--- src/rtl/selective_ssm_recurrent_step_top_defines.svh ---
// Assertion macros for the selective SSM step block.
`ifndef SELECTIVE_SSM_RECURRENT_STEP_TOP_DEFINES_SVH
`define SELECTIVE_SSM_RECURRENT_STEP_TOP_DEFINES_SVH

`ifndef NO_ASSERTIONS
`define SSSR_ASSERT_SAME(label, ante, cons, msg) \
  label: assert property (@(posedge clk) disable iff (rst) (ante) |-> (cons)) else $error(msg);
`define SSSR_ASSERT_NEXT(label, ante, cons, msg) \
  label: assert property (@(posedge clk) disable iff (rst) (ante) |=> (cons)) else $error(msg);
`else
`define SSSR_ASSERT_SAME(label, ante, cons, msg)
`define SSSR_ASSERT_NEXT(label, ante, cons, msg)
`endif

`endif

--- src/rtl/sssr_mul.sv ---
// Shared signed multiplier, product registered.
module sssr_mul (
  input  logic               clk,
  input  logic signed [32:0] mul_a,
  input  logic signed [32:0] mul_b,
  output logic signed [65:0] prod
);
  always_ff @(posedge clk) begin
    prod <= mul_a * mul_b;
  end
endmodule

--- config.mk ---
export PLATFORM = sky130hd
export DESIGN_NAME = sssr_mul
export DESIGN_NICKNAME = d
export VERILOG_FILES = /design/src/rtl/selective_ssm_recurrent_step_top_defines.svh /design/src/rtl/sssr_mul.sv
export SDC_FILE = /design/constraint.sdc
export NUM_CORES = 2
export LEC_CHECK = 0
export BUFFER_PORTS_ARGS = -buffer_cell sky130_fd_sc_hd__buf_2
export CORE_ASPECT_RATIO = 0.75
export CORE_MARGIN = 2
export CORE_UTILIZATION = 45
export DETAILED_ROUTE_END_ITERATION = 6
export GPL_TIMING_DRIVEN = 0
export SLEW_MARGIN = 20
export SYNTH_ARGS = -nofsm -noshare
export SYNTH_HDL_FRONTEND = slang
export SYNTH_SLANG_ARGS = --single-unit
--- constraint.sdc ---
create_clock -name clk -period 23.6 [get_ports clk]
set_input_delay 1.18 -clock clk [delete_from_list [all_inputs] [get_ports clk]]
set_output_delay 1.18 -clock clk [all_outputs]
set_load 0.005 [all_outputs]
==> results.py <==
metrics = {
    "clock_network": {
        "post_cts_buffers": 0,
        "cts.sinks": 66,
        "clockBufferDepth": 2,
        "htreeDepth": 3,
        "ctsResizeCount": 0,
        "cts_buffers": 9,
        "holdBufCountCts": 0,
        "cts.clk_slew.worst_paths_ps": 70,
        "root_buffer": "clkbuf_16",
        "cts_tree": "done",
    },
    "cells_and_area": {
        "multiInputGateArea_um2": 34300,
        "nFillCells": 8818,
        "area_growth_pct": 6.21,
        "largest_reg_flops": 66,
        "largestRegisters": "prod (66)",
        "layout-drive-gt1-share_pct": 4.55,
        "register_area_um2": 1320,
        "regMostFlops": "prod",
        "fin_nets": 5910,
    },
    "timing": {
        "timing.final.ws_setup_ps": 13750,
        "drv_slew": 0,
        "timing.hold.ws_ps": 1210,
        "relSlewSlack_pct": 13.8,
        "finalCriticalPeriod_ps": 9850,
        "finalHoldViolations": 0,
        "grt_setup_unrepaired": "no",
        "fmax_ghz": 0.102,
        "setup_viol": 0,
        "fin_tns_setup_ps": 0,
        "worst_pin_slew_ps": 1290,
        "period_share_pct": 41.7,
    },
    "placed_design": {
        "port_buffers": 132,
        "gp_congestion": 1.06,
        "dp_slack_ps": 13560,
        "dp_hpwl_um": 136000,
    },
    "critical_path": {
        "crit_fanout": 10,
        "startpoint_type": "input pin",
        "crit_slowest_cell": "fa_1",
        "critPathRequiredTime_ps": 23890,
        "critPathBufInv": 5,
        "cp_common_cell": "fa_1",
        "arrival_ps": 10140,
        "path_class": "in -> reg",
        "slowest_delay_ps": 1000,
        "cp-end-kind": "flip-flop",
        "crit_family": "adder cells",
        "cp_cell_sequence": "buf_2 > clkbuf_1 > nand2_1 > fa_1 > fa_1 > fa_1 > inv_1 > fa_1 > fa_1 > fa_1 > fa_1 > inv_1 > fa_1 > inv_1 > ha_1 > and3_1 > nand4_1 > nor4_1 > a21oi_4 > o31ai_2 > xor2_1",
    },
    "route": {
        "detail-route-antenna-nets": 0,
        "num_vias": 31000,
        "drc": 1,
        "drt-wirelength-per-cell_um": 28.1,
        "first_pass_iters": 6,
        "via_per_inst": 5.42,
        "drt-total-wl_um": 161000,
        "drt_iter0_drc": 3426,
    },
    "logic_synthesis": {
        "synth.most_common_cell": "fa_1",
        "synthArstFlopShare_pct": 0,
        "yosysWarningCount": 0,
        "synth_ff_type": "dfxtp_1",
        "syn-num-nets": 5767,
        "synth.avg_cell_area_um2": 9.39,
        "post_synth_inst_count": 4338,
        "ys_seq_elements": 66,
        "synth_commonest_cells": "fa_1, inv_1, and2_1",
        "yosysSeqAreaShare_pct": 3.24,
        "synth_top_area_cell": "fa_1",
        "synth_edf_count": 0,
        "synth_cell_types": 80,
        "synthTopCellsByArea": "fa_1, inv_1, and2_1, ha_1, nand2_1",
        "synth_top_area_share_pct": 56.3,
        "netlist_area_um2": 40700,
    },
    "global_routing": {
        "grt_pass1_vias": 31900,
        "grt_use_total_pct": 36.1,
        "grt_pass1_wl_um": 233000,
        "gr-total-overflow": 0,
        "antenna_found_initial": 17,
        "grt_max_degree": 27,
    },
    "hold_path": {
        "hold_depth": 2,
        "hp-class": "in -> reg",
        "whs_endpoint": "prod[0]",
        "holdCritStartpoint": "mul_a[0]",
    },
    "die": {
        "die-area_um2": 93000,
        "ios": 133,
        "die_width_um": 351,
        "rows": 95,
        "initial_core_util_pct": 45.5,
        "chipHeight_um": 265,
        "fp.coreArea_um2": 89600,
    },
    "job": {
        "drv_cap": 0,
    },
    "outcome": {
        "status": "finished with violations",
        "violations": "design-rule violations",
    },
}
worst max-delay path by stage:
| stage | from | endpoint | slack [ps] | cells after the start |
|---|---|---|---|---|
| floorplan | mul_a[32] | prod[62] | 15180 | 23 |
| CTS | mul_b[9] | prod[59] | 13920 | 21 |
| detailed placement | mul_b[9] | prod[59] | 13560 | 21 |
| global placement | mul_a[32] | prod[58] | 13300 | 24 |
| finish | mul_b[9] | prod[59] | 13750 | 21 |
| global route | mul_b[9] | prod[58] | 13510 | 24 |
placed cells by master (no fill, tap or decap), types with 4 or more instances in the layout:
master and instances:
a211o_1 6, a211oi_1 7, a21o_1 36, a21oi_1 57, a31oi_1 8, and2_1 562
and3_1 5, and4_1 5, buf_2 143, clkbuf_1 203, clkbuf_16 9, clkbuf_2 5
dfxtp_1 66, diode_2 22, fa_1 1143, ha_1 217, inv_1 1131, nand2_1 551
nand2b_1 12, nand3_1 25, nand4_1 11, nor2_1 68, nor2b_1 5, nor3_1 7
o211ai_1 4, o21a_1 6, o21ai_0 25, o21ai_1 6, o21bai_1 11, xnor2_1 43
xor2_1 25
metal layers:
metal	up-vias	wire (um)	GRT usage (%)
li1	12700	-	-
met3	236	30400	21.7
met2	2213	58200	43.8
met1	15900	68100	53.5
met4	12	4130	7.62
met5	-	207	1.20
metrics by stage:
step | utilization [%] | area [um^2] | cells
global placement | 47.9 | 42900 | 5682
global route | 48.2 | 43200 | 5698
CTS | 48.2 | 43200 | 5698
detailed placement | 47.9 | 42900 | 5682
floorplan | - | 40700 | 4338
finish | 48.3 | 43300 | 5720
final cells by class:
cell class	count	share of cell area [%]
diodes	22	0.127
plain buffers	221	1.98
clock buffers	9	0.521
clock inverters	7	0.142
inverters	1131	9.81
multi-input cells	2920	79.3
flip-flops and latches	66	3.05
well taps	1212	3.51
repair buffers	132	1.53
kinds of logic after synthesis:
| logic type | count (synthesis) | synth area share, % |
|---|---|---|
| fa+ha+maj | 1362 | 62.9 |
| buf+inv | 1352 | 12.5 |
| simple gates | 1271 | 15.8 |
| compound gates | 219 | 4.07 |
| xor+xnor | 68 | 1.46 |
| flops | 66 | 3.24 |
Power is left out: the tool's default activity adds up to more than one toggle a clock period on the data nets, which glitch-free logic cannot reach.
